`src/hdl/clu_pkg.sv`:
```
package clu_pkg;

    localparam int FRAC_BITS_DEF = 16;
    localparam int MAX_SCALE_DEF = 8;

    localparam int PIX_W   = 8;
    localparam int CFG_W   = 4;
    localparam int SEEN_W  = 2;
    localparam int COEF_W  = 12;

    localparam logic [CFG_W-1:0] SCALE_RST = CFG_W'(2);

    typedef enum logic [2:0] {
        S_IDLE,
        S_COEF,
        S_TSTEP,
        S_MA,
        S_MU,
        S_MW
    } t_state;

    typedef enum logic [1:0] {
        OP_U,
        OP_W,
        OP_V
    } t_op;

endpackage

```
`src/hdl/clu_in_if.sv`:
```
interface clu_in_if;
    logic                       valid;
    logic                       ready;
    logic [clu_pkg::PIX_W-1:0]  pixel_in;
    logic                       line_end;

    modport source (output valid, pixel_in, line_end, input ready);
    modport sink   (input valid, pixel_in, line_end, output ready);
endinterface

```
`src/hdl/clu_out_if.sv`:
```
interface clu_out_if;
    logic                       valid;
    logic                       ready;
    logic [clu_pkg::PIX_W-1:0]  pixel_out;
    logic                       run_last;
    logic                       line_last;

    modport source (output valid, pixel_out, run_last, line_last, input ready);
    modport sink   (input valid, pixel_out, run_last, line_last, output ready);
endinterface

```
`src/hdl/clu_mac.sv`:
```
module clu_mac #(
    parameter int FRAC_BITS = clu_pkg::FRAC_BITS_DEF
) (
    input  clu_pkg::t_op                        i_op,
    input  logic signed [clu_pkg::COEF_W-1:0]   i_a,
    input  logic signed [clu_pkg::COEF_W-1:0]   i_b,
    input  logic signed [clu_pkg::COEF_W-1:0]   i_c,
    input  logic [clu_pkg::PIX_W-1:0]           i_q1,
    input  logic signed [FRAC_BITS+clu_pkg::COEF_W+1:0] i_u,
    input  logic signed [FRAC_BITS+clu_pkg::COEF_W+2:0] i_w,
    input  logic [FRAC_BITS:0]                  i_t,
    output logic signed [FRAC_BITS+clu_pkg::COEF_W+1:0] o_u,
    output logic signed [FRAC_BITS+clu_pkg::COEF_W+2:0] o_w,
    output logic [clu_pkg::PIX_W-1:0]           o_v
);
    import clu_pkg::*;

    localparam int U_W  = FRAC_BITS + COEF_W + 2;
    localparam int W_W  = U_W + 1;
    localparam int MA_W = W_W;
    localparam int P_W  = MA_W + FRAC_BITS + 2;
    localparam int V_W  = P_W + 1;
    localparam int SH_V = 2 * FRAC_BITS + 1;

    localparam logic signed [P_W-1:0] RND_F  = P_W'(1) <<< (FRAC_BITS - 1);
    localparam logic signed [V_W-1:0] RND_V  = V_W'(1) <<< (SH_V - 1);
    localparam logic signed [V_W-1:0] SAT_HI = V_W'(255);

    logic signed [MA_W-1:0]       mul_a;
    logic signed [FRAC_BITS+1:0]  mul_b;
    logic signed [P_W-1:0]        prod;
    logic signed [V_W-1:0]        acc;
    logic signed [V_W-1:0]        vs;

    // one shared multiplier, operand picked by the step
    always_comb begin
        mul_b = signed'({1'b0, i_t});
        case (i_op)
            OP_U:    mul_a = MA_W'(i_a);
            OP_W:    mul_a = MA_W'(i_u);
            OP_V:    mul_a = MA_W'(i_w);
            default: mul_a = '0;
        endcase
        prod = mul_a * mul_b;

        o_u = U_W'(prod) + (U_W'(i_b) <<< FRAC_BITS);
        o_w = W_W'((prod + RND_F) >>> FRAC_BITS) + (W_W'(i_c) <<< FRAC_BITS);

        acc = (V_W'(signed'({1'b0, i_q1})) <<< SH_V) + V_W'(prod) + RND_V;
        vs  = acc >>> SH_V;
        if (vs < 0) begin
            o_v = '0;
        end else if (vs > SAT_HI) begin
            o_v = PIX_W'(255);
        end else begin
            o_v = vs[PIX_W-1:0];
        end
    end

endmodule

```
`src/hdl/cubic_line_upscaler.sv`:
```
// channel  | dir | payload                          | transfer when
// i_pix    | in  | pixel_in[7:0], line_end          | valid && ready
// o_res    | out | pixel_out[7:0], run_last, line_last | valid && ready
// i_cfg_*  | in  | scale_factor[3:0]                | i_cfg_we
//
// an item with k intervals (0..2) runs a coefficient step per interval and, for each
// of its S results (S the clamped scale), a t step plus three products through the
// single shared multiplier in clu_mac, so the multiplier sets the rate.
// reset is synchronous: history, sample count and output valid clear, scale
// returns to 2. a held output register stalls the sequencer in its last step.
module cubic_line_upscaler #(
    parameter int FRAC_BITS = clu_pkg::FRAC_BITS_DEF,
    parameter int MAX_SCALE = clu_pkg::MAX_SCALE_DEF
) (
    input  logic                        i_clk,
    input  logic                        i_rst_n,
    input  logic                        i_cfg_we,
    input  logic [clu_pkg::CFG_W-1:0]   i_cfg_wdata,
    clu_in_if.sink                      i_pix,
    clu_out_if.source                   o_res
);
    import clu_pkg::*;

    localparam int U_W = FRAC_BITS + COEF_W + 2;
    localparam int W_W = U_W + 1;
    localparam int T_W = FRAC_BITS + 1;
    localparam int SW  = $clog2(MAX_SCALE + 1);
    localparam int IW  = (MAX_SCALE > 1) ? $clog2(MAX_SCALE) : 1;
    localparam logic [T_W-1:0] T_ONE = T_W'(1) << FRAC_BITS;

    // per-scale step of t: quotient and remainder of 2^F / S
    logic [T_W-1:0] rcp_q [MAX_SCALE];
    logic [SW-1:0]  rcp_r [MAX_SCALE];
    for (genvar g = 0; g < MAX_SCALE; g++) begin : g_rcp
        localparam int DIV = g + 1;
        assign rcp_q[g] = T_W'((64'd1 << FRAC_BITS) / DIV);
        assign rcp_r[g] = SW'((64'd1 << FRAC_BITS) % DIV);
    end

    t_state r_state, n_state;
    t_op    unit_op;

    logic [CFG_W-1:0]         r_cfg;
    logic [PIX_W-1:0]         r_hist [3];
    logic [SEEN_W-1:0]        r_seen;
    logic [PIX_W-1:0]         r_win [5];
    logic [1:0]               r_nint;
    logic                     r_end;
    logic [SW-1:0]            r_s, r_half, r_str, r_tr, r_j;
    logic [T_W-1:0]           r_stq, r_tq;
    logic signed [COEF_W-1:0] r_a, r_b, r_c;
    logic [PIX_W-1:0]         r_q1;
    logic signed [U_W-1:0]    r_u;
    logic signed [W_W-1:0]    r_w;
    logic                     r_out_valid;
    logic [PIX_W-1:0]         r_out_pix;
    logic                     r_out_run, r_out_line;

    logic                     in_xfer, out_free, out_load, last_j, last_int;
    logic                     has0, has1;
    logic [SW-1:0]            s_eff;
    logic [IW-1:0]            s_idx;
    logic [SW:0]              tr_sum;
    logic signed [COEF_W-1:0] q [4];
    logic signed [COEF_W-1:0] coef_a, coef_b, coef_c;
    logic signed [U_W-1:0]    unit_u;
    logic signed [W_W-1:0]    unit_w;
    logic [PIX_W-1:0]         unit_v;

    // no transfer while reset is held
    assign i_pix.ready     = i_rst_n && (r_state == S_IDLE);
    assign in_xfer         = i_pix.valid && i_pix.ready;
    assign out_free        = !r_out_valid || o_res.ready;
    assign last_j          = (r_j == r_s);
    assign last_int        = (r_nint == 2'd1);
    assign out_load        = (r_state == S_MW) && out_free;
    assign has0            = (r_seen >= SEEN_W'(2));
    assign has1            = i_pix.line_end && (r_seen != '0);

    assign o_res.valid     = r_out_valid;
    assign o_res.pixel_out = r_out_pix;
    assign o_res.run_last  = r_out_run;
    assign o_res.line_last = r_out_line;

    always_comb begin
        if (r_cfg == '0) begin
            s_eff = SW'(1);
        end else if (32'(r_cfg) > MAX_SCALE) begin
            s_eff = SW'(MAX_SCALE);
        end else begin
            s_eff = SW'(r_cfg);
        end
        s_idx  = IW'(s_eff - SW'(1));
        tr_sum = {1'b0, r_tr} + {1'b0, r_str};
        for (int k = 0; k < 4; k++) begin
            q[k] = signed'(COEF_W'(r_win[k]));
        end
        coef_a = COEF_W'(q[1] + q[1] + q[1] - q[2] - q[2] - q[2] + q[3] - q[0]);
        coef_b = COEF_W'(q[0] + q[0] + q[2] + q[2] + q[2] + q[2]
                         - q[1] - q[1] - q[1] - q[1] - q[1] - q[3]);
        coef_c = COEF_W'(q[2] - q[0]);
    end

    clu_mac #(
        .FRAC_BITS (FRAC_BITS)
    ) u_mac (
        .i_op (unit_op),
        .i_a  (r_a),
        .i_b  (r_b),
        .i_c  (r_c),
        .i_q1 (r_q1),
        .i_u  (r_u),
        .i_w  (r_w),
        .i_t  (r_tq),
        .o_u  (unit_u),
        .o_w  (unit_w),
        .o_v  (unit_v)
    );

    always_ff @(posedge i_clk) begin
        if (!i_rst_n) begin
            r_state <= S_IDLE;
        end else begin
            r_state <= n_state;
        end
    end

    always_comb begin
        n_state = r_state;
        unit_op = OP_V;
        case (r_state)
            S_IDLE: begin
                if (in_xfer && (has0 || has1)) begin
                    n_state = S_COEF;
                end
            end
            S_COEF:  n_state = S_TSTEP;
            S_TSTEP: n_state = S_MA;
            S_MA: begin
                unit_op = OP_U;
                n_state = S_MU;
            end
            S_MU: begin
                unit_op = OP_W;
                n_state = S_MW;
            end
            S_MW: begin
                unit_op = OP_V;
                if (out_free) begin
                    if (!last_j) begin
                        n_state = S_TSTEP;
                    end else if (last_int) begin
                        n_state = S_IDLE;
                    end else begin
                        n_state = S_COEF;
                    end
                end
            end
            default: n_state = S_IDLE;
        endcase
    end

    // control state
    always_ff @(posedge i_clk) begin
        if (!i_rst_n) begin
            r_cfg       <= SCALE_RST;
            r_seen      <= '0;
            r_hist[0]   <= '0;
            r_hist[1]   <= '0;
            r_hist[2]   <= '0;
            r_out_valid <= 1'b0;
            r_nint      <= '0;
        end else begin
            if (i_cfg_we) begin
                r_cfg <= i_cfg_wdata;
            end
            if (in_xfer) begin
                if (r_seen == '0) begin
                    r_hist[2] <= i_pix.pixel_in;
                    r_hist[1] <= i_pix.pixel_in;
                end else begin
                    r_hist[2] <= r_hist[1];
                    r_hist[1] <= r_hist[0];
                end
                r_hist[0] <= i_pix.pixel_in;
                if (i_pix.line_end) begin
                    r_seen <= '0;
                end else if (r_seen != SEEN_W'(3)) begin
                    r_seen <= r_seen + SEEN_W'(1);
                end
                r_nint <= 2'({1'b0, has0} + {1'b0, has1});
            end else if (out_load && last_j) begin
                r_nint <= r_nint - 2'd1;
            end
            if (out_load) begin
                r_out_valid <= 1'b1;
            end else if (o_res.ready) begin
                r_out_valid <= 1'b0;
            end
        end
    end

    // datapath
    always_ff @(posedge i_clk) begin
        if (in_xfer) begin
            if (has0) begin
                r_win[0] <= r_hist[2];
                r_win[1] <= r_hist[1];
                r_win[2] <= r_hist[0];
            end else begin
                r_win[0] <= r_hist[1];
                r_win[1] <= r_hist[0];
                r_win[2] <= i_pix.pixel_in;
            end
            r_win[3] <= i_pix.pixel_in;
            r_win[4] <= i_pix.pixel_in;
            r_end    <= i_pix.line_end;
            r_s      <= s_eff;
            r_half   <= s_eff >> 1;
            r_stq    <= rcp_q[s_idx];
            r_str    <= rcp_r[s_idx];
        end
        case (r_state)
            S_COEF: begin
                r_a  <= coef_a;
                r_b  <= coef_b;
                r_c  <= coef_c;
                r_q1 <= r_win[1];
                r_tq <= '0;
                r_tr <= r_half;
                r_j  <= '0;
            end
            S_TSTEP: begin
                // t = round(j * 2^F / S) kept as quotient and remainder
                if (tr_sum >= {1'b0, r_s}) begin
                    r_tr <= SW'(tr_sum - {1'b0, r_s});
                    r_tq <= r_tq + r_stq + T_W'(1);
                end else begin
                    r_tr <= SW'(tr_sum);
                    r_tq <= r_tq + r_stq;
                end
                r_j <= r_j + SW'(1);
            end
            S_MA: r_u <= unit_u;
            S_MU: r_w <= unit_w;
            S_MW: begin
                if (out_free && last_j) begin
                    // next interval reuses the window shifted by one tap
                    r_win[0] <= r_win[1];
                    r_win[1] <= r_win[2];
                    r_win[2] <= r_win[3];
                    r_win[3] <= r_win[4];
                end
            end
            default: ;
        endcase
        if (out_load) begin
            r_out_pix  <= unit_v;
            r_out_run  <= last_j && last_int;
            r_out_line <= last_j && last_int && r_end;
        end
    end

    a_j_range: assert property (@(posedge i_clk) disable iff (!i_rst_n)
        (r_state == S_MA) |-> (r_j != '0) && (r_j <= r_s))
        else $error("sample index out of range");

    a_t_end: assert property (@(posedge i_clk) disable iff (!i_rst_n)
        (r_state == S_MA) && (r_j == r_s) |-> (r_tq == T_ONE))
        else $error("t does not reach one at end of interval");

    a_rem: assert property (@(posedge i_clk) disable iff (!i_rst_n)
        (r_state == S_MA) |-> (r_tr < r_s))
        else $error("t remainder not below scale");

    a_busy_nint: assert property (@(posedge i_clk) disable iff (!i_rst_n)
        (r_state != S_IDLE) |-> (r_nint != '0))
        else $error("sequencer busy with no interval left");

    a_line_run: assert property (@(posedge i_clk) disable iff (!i_rst_n)
        r_out_valid && r_out_line |-> r_out_run)
        else $error("line end flag without run end flag");

endmodule

```
`src/flat_wrapper.sv`:
```
// flat-port wrapper written by rule: the top's interface ports become plain ports
module cubic_line_upscaler_flat import clu_pkg::*;
#(
    parameter int FRAC_BITS = clu_pkg::FRAC_BITS_DEF,
    parameter int MAX_SCALE = clu_pkg::MAX_SCALE_DEF
)
  (i_clk, i_rst_n, i_cfg_we, i_cfg_wdata, i_pix_valid, i_pix_pixel_in, i_pix_line_end, i_pix_ready, o_res_valid, o_res_pixel_out, o_res_run_last, o_res_line_last, o_res_ready);
  clu_in_if i_pix_i ();
  clu_out_if o_res_i ();
  input  logic i_clk;
  input  logic i_rst_n;
  input  logic i_cfg_we;
  input  logic [clu_pkg::CFG_W-1:0] i_cfg_wdata;
  input wire logic [$bits(i_pix_i.valid)-1:0] i_pix_valid;
  input wire logic [$bits(i_pix_i.pixel_in)-1:0] i_pix_pixel_in;
  input wire logic [$bits(i_pix_i.line_end)-1:0] i_pix_line_end;
  output wire logic [$bits(i_pix_i.ready)-1:0] i_pix_ready;
  output wire logic [$bits(o_res_i.valid)-1:0] o_res_valid;
  output wire logic [$bits(o_res_i.pixel_out)-1:0] o_res_pixel_out;
  output wire logic [$bits(o_res_i.run_last)-1:0] o_res_run_last;
  output wire logic [$bits(o_res_i.line_last)-1:0] o_res_line_last;
  input wire logic [$bits(o_res_i.ready)-1:0] o_res_ready;
  assign i_pix_i.valid = i_pix_valid;
  assign i_pix_i.pixel_in = i_pix_pixel_in;
  assign i_pix_i.line_end = i_pix_line_end;
  assign i_pix_ready = i_pix_i.ready;
  assign o_res_valid = o_res_i.valid;
  assign o_res_pixel_out = o_res_i.pixel_out;
  assign o_res_run_last = o_res_i.run_last;
  assign o_res_line_last = o_res_i.line_last;
  assign o_res_i.ready = o_res_ready;
  cubic_line_upscaler #(.FRAC_BITS(FRAC_BITS), .MAX_SCALE(MAX_SCALE)) u_core (.i_clk(i_clk), .i_rst_n(i_rst_n), .i_cfg_we(i_cfg_we), .i_cfg_wdata(i_cfg_wdata), .i_pix(i_pix_i), .o_res(o_res_i));
endmodule
```
`config.mk`:
```
export PLATFORM = sky130hd
export DESIGN_NAME = cubic_line_upscaler_flat
export DESIGN_NICKNAME = d
export VERILOG_FILES = /design/src/hdl/clu_pkg.sv /design/src/hdl/clu_in_if.sv /design/src/hdl/clu_out_if.sv /design/src/hdl/clu_mac.sv /design/src/hdl/cubic_line_upscaler.sv /design/src/flat_wrapper.sv
export SDC_FILE = /design/constraint.sdc
export NUM_CORES = 2
export LEC_CHECK = 0
export ABC_AREA = 1
export BUFFER_PORTS_ARGS = -buffer_cell sky130_fd_sc_hd__buf_2
export CAP_MARGIN = 20
export CORE_AREA = 2 2 242 244
export CTS_BUF_LIST = sky130_fd_sc_hd__clkbuf_8
export DETAILED_ROUTE_END_ITERATION = 8
export DIE_AREA = 0 0 244 246
export PLACE_DENSITY = 0.82
export SYNTH_ARGS = -nofsm -noshare
export SYNTH_HDL_FRONTEND = slang
export SYNTH_SLANG_ARGS = --single-unit
```
`constraint.sdc`:
```
create_clock -name i_clk -period 9.3 [get_ports i_clk]
set_clock_uncertainty 0.1 [all_clocks]
set_input_delay 1.86 -clock i_clk [delete_from_list [all_inputs] [get_ports i_clk]]
set_output_delay 1.86 -clock i_clk [all_outputs]
set_load 0.01 [all_outputs]
```
==> summary.md <==
| Metric | Value |
|---|---|
| Status | complete, but fails checks |
| Violated checks | setup timing |
| Synth Area in Compound Gates | between 5 and 6% |
| DRC viols | 0 |
| # setup viols final | 2 |
| Worst Path Buf+Inv | 14 |
| Cells after Synth | 4118 |
| Grt total ovfl | 0 |
| Multiplexer share of the synthesized area | 0% |
| Wire per inst | about 21 um |
| Fin nets | between 5000 and 6000 |
| Final Hold Vio Count | 0 |
| Crit path max fanout | 19 |
| Max frequency | approximately 0.11 GHz |
| Hold Crit Class | register to register |
| Top FF cell, synth | edfxtp_1 |
| Synth Area in Adders | around two fifths |
| Crit path time final | ~9.4 ns |
| Slew @ Worst Pin | between 1 and 1.5 ns |
| Largest family of logic cells by synthesized area | adder cells |
| CP max-delay cell | fa_1 |
| Worst EP arrival | about 9.7 ns |
| Initial antenna violation count | 1 |
| Largest net degree at the start of global routing | between 40 and 50 |
| WL final | between 100 and 150 mm |
| Asr flop ratio synth | 0% |
| CTS sink count | 231 |
| Sw Ratio | 49.3% |
| Crit path top cell by count | inv_1 |
| Syn. warnings | 0 |
| Clk_lat worst skew | ~0.61 ns |
| Power per Cell Area | about 340 nW/um2 |
| Clock network fraction of total power | under 10% |
| First DRT Iteration DRCs | between 2000 and 3000 |
| Req. time, crit path | 9.54 ns |
| Comb pwr share | a little over four fifths |
| Fillcell total | slightly below 4000 |
| Number of nets with antenna violations after routing | 0 |
| Critical path type | register to register |
| Dpl ws | -0.305 ns |
| Sw power | around 7.1 mW |
| Core Footprint | between 50000 and 60000 um2 |
| Crit-path leading delay family | adder cells |
| Hold Slack | 0.386 ns |
| Diodes inserted | 0 |
| Synth Area in XOR/XNOR | 3.65% |
| Die X-Extent | 244 um |
| Detail Placement HPWL | about 90 mm |
| Syn nets | between 4000 and 5000 |
| Final Cycle Share | 101% |
| Die area | between 60000 and 70000 um2 |
| Post-synth top area share | about a third |
| Setup WS post-layout | -0.108 ns |
| Area leader, netlist | fa_1 |
| Setup_tns | -0.140 ns |
| I/O pins | 30 |
| Sequential Area | 6820 um2 |
| Max Cap Viol | 0 |
| Sequential area share after synthesis | between 15 and 20% |
| Global-route wire length before repair | approximately 170 mm |
| Leak Pwr | approximately 21 nW |
| Total power | 14.4 mW |
| PortBufs | 29 |
| Share of post-route cells with drive strength above 1 | around a fifth |
| Worst vdd ir | between 800 and 900 uV |
| Largest stage delay, worst path | approximately 0.56 ns |
| Crit path launch type | register |
| CTS Buf Count | 39 |
| Starting Density | around 60% |
| Most common library cell in the layout ignoring fill and taps | inv_1 |
| Die H | between 200 and 250 um |
| Post-Syn Area per Cell | between 8 and 9 um2 |
| Via count | about 31000 |
| Crit path capture type | register |
| Area growth syn-to-layout | 22.2% |
| Footprint of the multi-input gates | about 25000 um2 |
| Post-Syn Area | 34600 um2 |
| Row count | roughly 90 |
| Htree depth | 2 |
| CTS tree | yes |
| Clk pin slew, worst setup/hold paths | approximately 0.06 ns |
| Netlist cell types | 50 |
| RSZ-0062 raised after global routing | yes |
| Clock root buffer | clkbuf_8 |
| Reg2Reg Setup Slack | -0.11 ns |
| Vias in the first global route | about 31000 |
| Synth Register Bits | between 200 and 250 |
| Final Util | about three quarters |
| Most frequent cells in the layout | inv_1 (950), nand2_1 (827), fa_1 (552) |
| Simple-Gate Fraction of Synth Area | between 10% and 20% |
| Clock Path Buffers | 3 |
| First-pass iteration count of the detailed router | 8 |
| Ranking of synthesized cells by area | fa_1 (33%), edfxtp_1 (19%), inv_1 (10%), nand2_1 (9.5%), ha_1 (8.3%) |
| Post-synth EDFFs | between 200 and 250 |
| Cell Int Power | 7.32 mW |
| Placer Congestion | approximately 1.0 |
| Tot GR Track Use | 37.0% |
| DR vias/cell | around 5.6 |
| Reg power frac | around a tenth |
| Slew margin rel. | between 20 and 30% |
| Max-slew violation count | 0 |
| CTS hold repair buffers | 0 |
-- layout make-up --
| cell class | instances | share of cell area, % |
|---|---|---|
| Multi-Input combinational cell | 2811 | 59.5 |
| Sequential cell | 231 | 16.1 |
| Timing Repair Buffer | 605 | 11.5 |
| Inverter | 986 | 8.82 |
| Tap cell | 765 | 2.27 |
| Clock buffer | 41 | 1.34 |
| Clock inverter | 28 | 0.367 |
-- kinds of logic (layout without fill, tap and decap cells) --
family,count (synthesis),count (layout)
xor gates and xnor gates,136,136
DFF,231,231
AOI/OAI and AO/OA,343,343
and+or+nand+nor,1530,1530
adders and majority gates,802,802
buffers and inverters,1076,1660
-- power by group through the flow --
stage	Combinational, mW	Clock (mW)	Sequential (mW)
after floorplan	5.57	0	1.54
after global placement	9.87	0	1.55
final	12.0	0.885	1.53
after CTS	10.3	0.889	1.53
after global routing	12.9	0.932	1.53
after detailed placement	10.1	0	1.55
-- repair_timing --
item / in CTS / in global routing
cloned: 0 / 4
gates resized for setup: 33 / 323
endpoints found under the setup margin: 6 / 18
pin swaps: 4 / 123
buffers inserted: 3 / 55
-- worst paths after layout --
path	start	endpoint	cells past startpoint
setup / recovery	u_core.r_state[0]	u_core.r_w[28]	46
hold / removal	u_core.r_cfg[2]	u_core.r_cfg[2]	2
setup reg to reg	u_core.r_state[0]	u_core.r_w[28]	46
hold reg to reg	u_core.r_cfg[2]	u_core.r_cfg[2]	2
-- tightest hold or removal path: stages (launching register included) --
cell     delay (ns)
dfxtp_1        0.29
inv_1          0.08
a21oi_1        0.07
-- registers in the layout, summed over array words and instances (netlist names), 2 cells and up --
name                    cells
u_core.r_win               40
u_core.r_w                 31
u_core.r_u                 30
u_core.r_hist              24
u_core.r_tq                17
u_core.r_a                 12
u_core.r_b                 12
u_core.r_stq               12
u_core.r_c                  9
u_core.o_res.pixel_out      8
u_core.r_q1                 8
u_core.r_cfg                4
u_core.r_j                  4
u_core.r_s                  4
u_core.r_tr                 4
u_core.r_state              3
u_core.r_nint               2
u_core.r_seen               2
-- Yosys cell counts (all sizes together), types with 3 or more instances --
library cell    n
fa            573
nand3         112
clkinv         20
xor2          104
dfxtp          12
a21oi         196
nor3b           4
ha            229
nand3b          3
o221ai          6
clkbuf         85
xnor2          32
buf             5
a31oi           5
a22o           11
nor2          438
o31ai           3
o21ai          96
nor3           38
edfxtp        219
inv           966
a21o            5
and3            3
or2             6
a211oi          4
o21bai         10
nand4          35
nand2         888
-- stage by stage --
| stage | area (um2) | std cells |
|---|---|---|
| after floorplan | 34600 | 4118 |
| after global placement | 39400 | 5333 |
| after detailed placement | 39400 | 5333 |
| after CTS | 40300 | 5405 |
| after global routing | 42300 | 5467 |
| final | 42300 | 5467 |
-- metal layers --
metal  track usage [%]  vias up  routed length, um
met5                 0        -                  0
met1              46.2    14800              40400
met2              59.5     1753              52100
met4              22.1        0               8920
li1                  -    13500                  -
met3              8.04      535              11500
(Power assumes the default switching activity.)
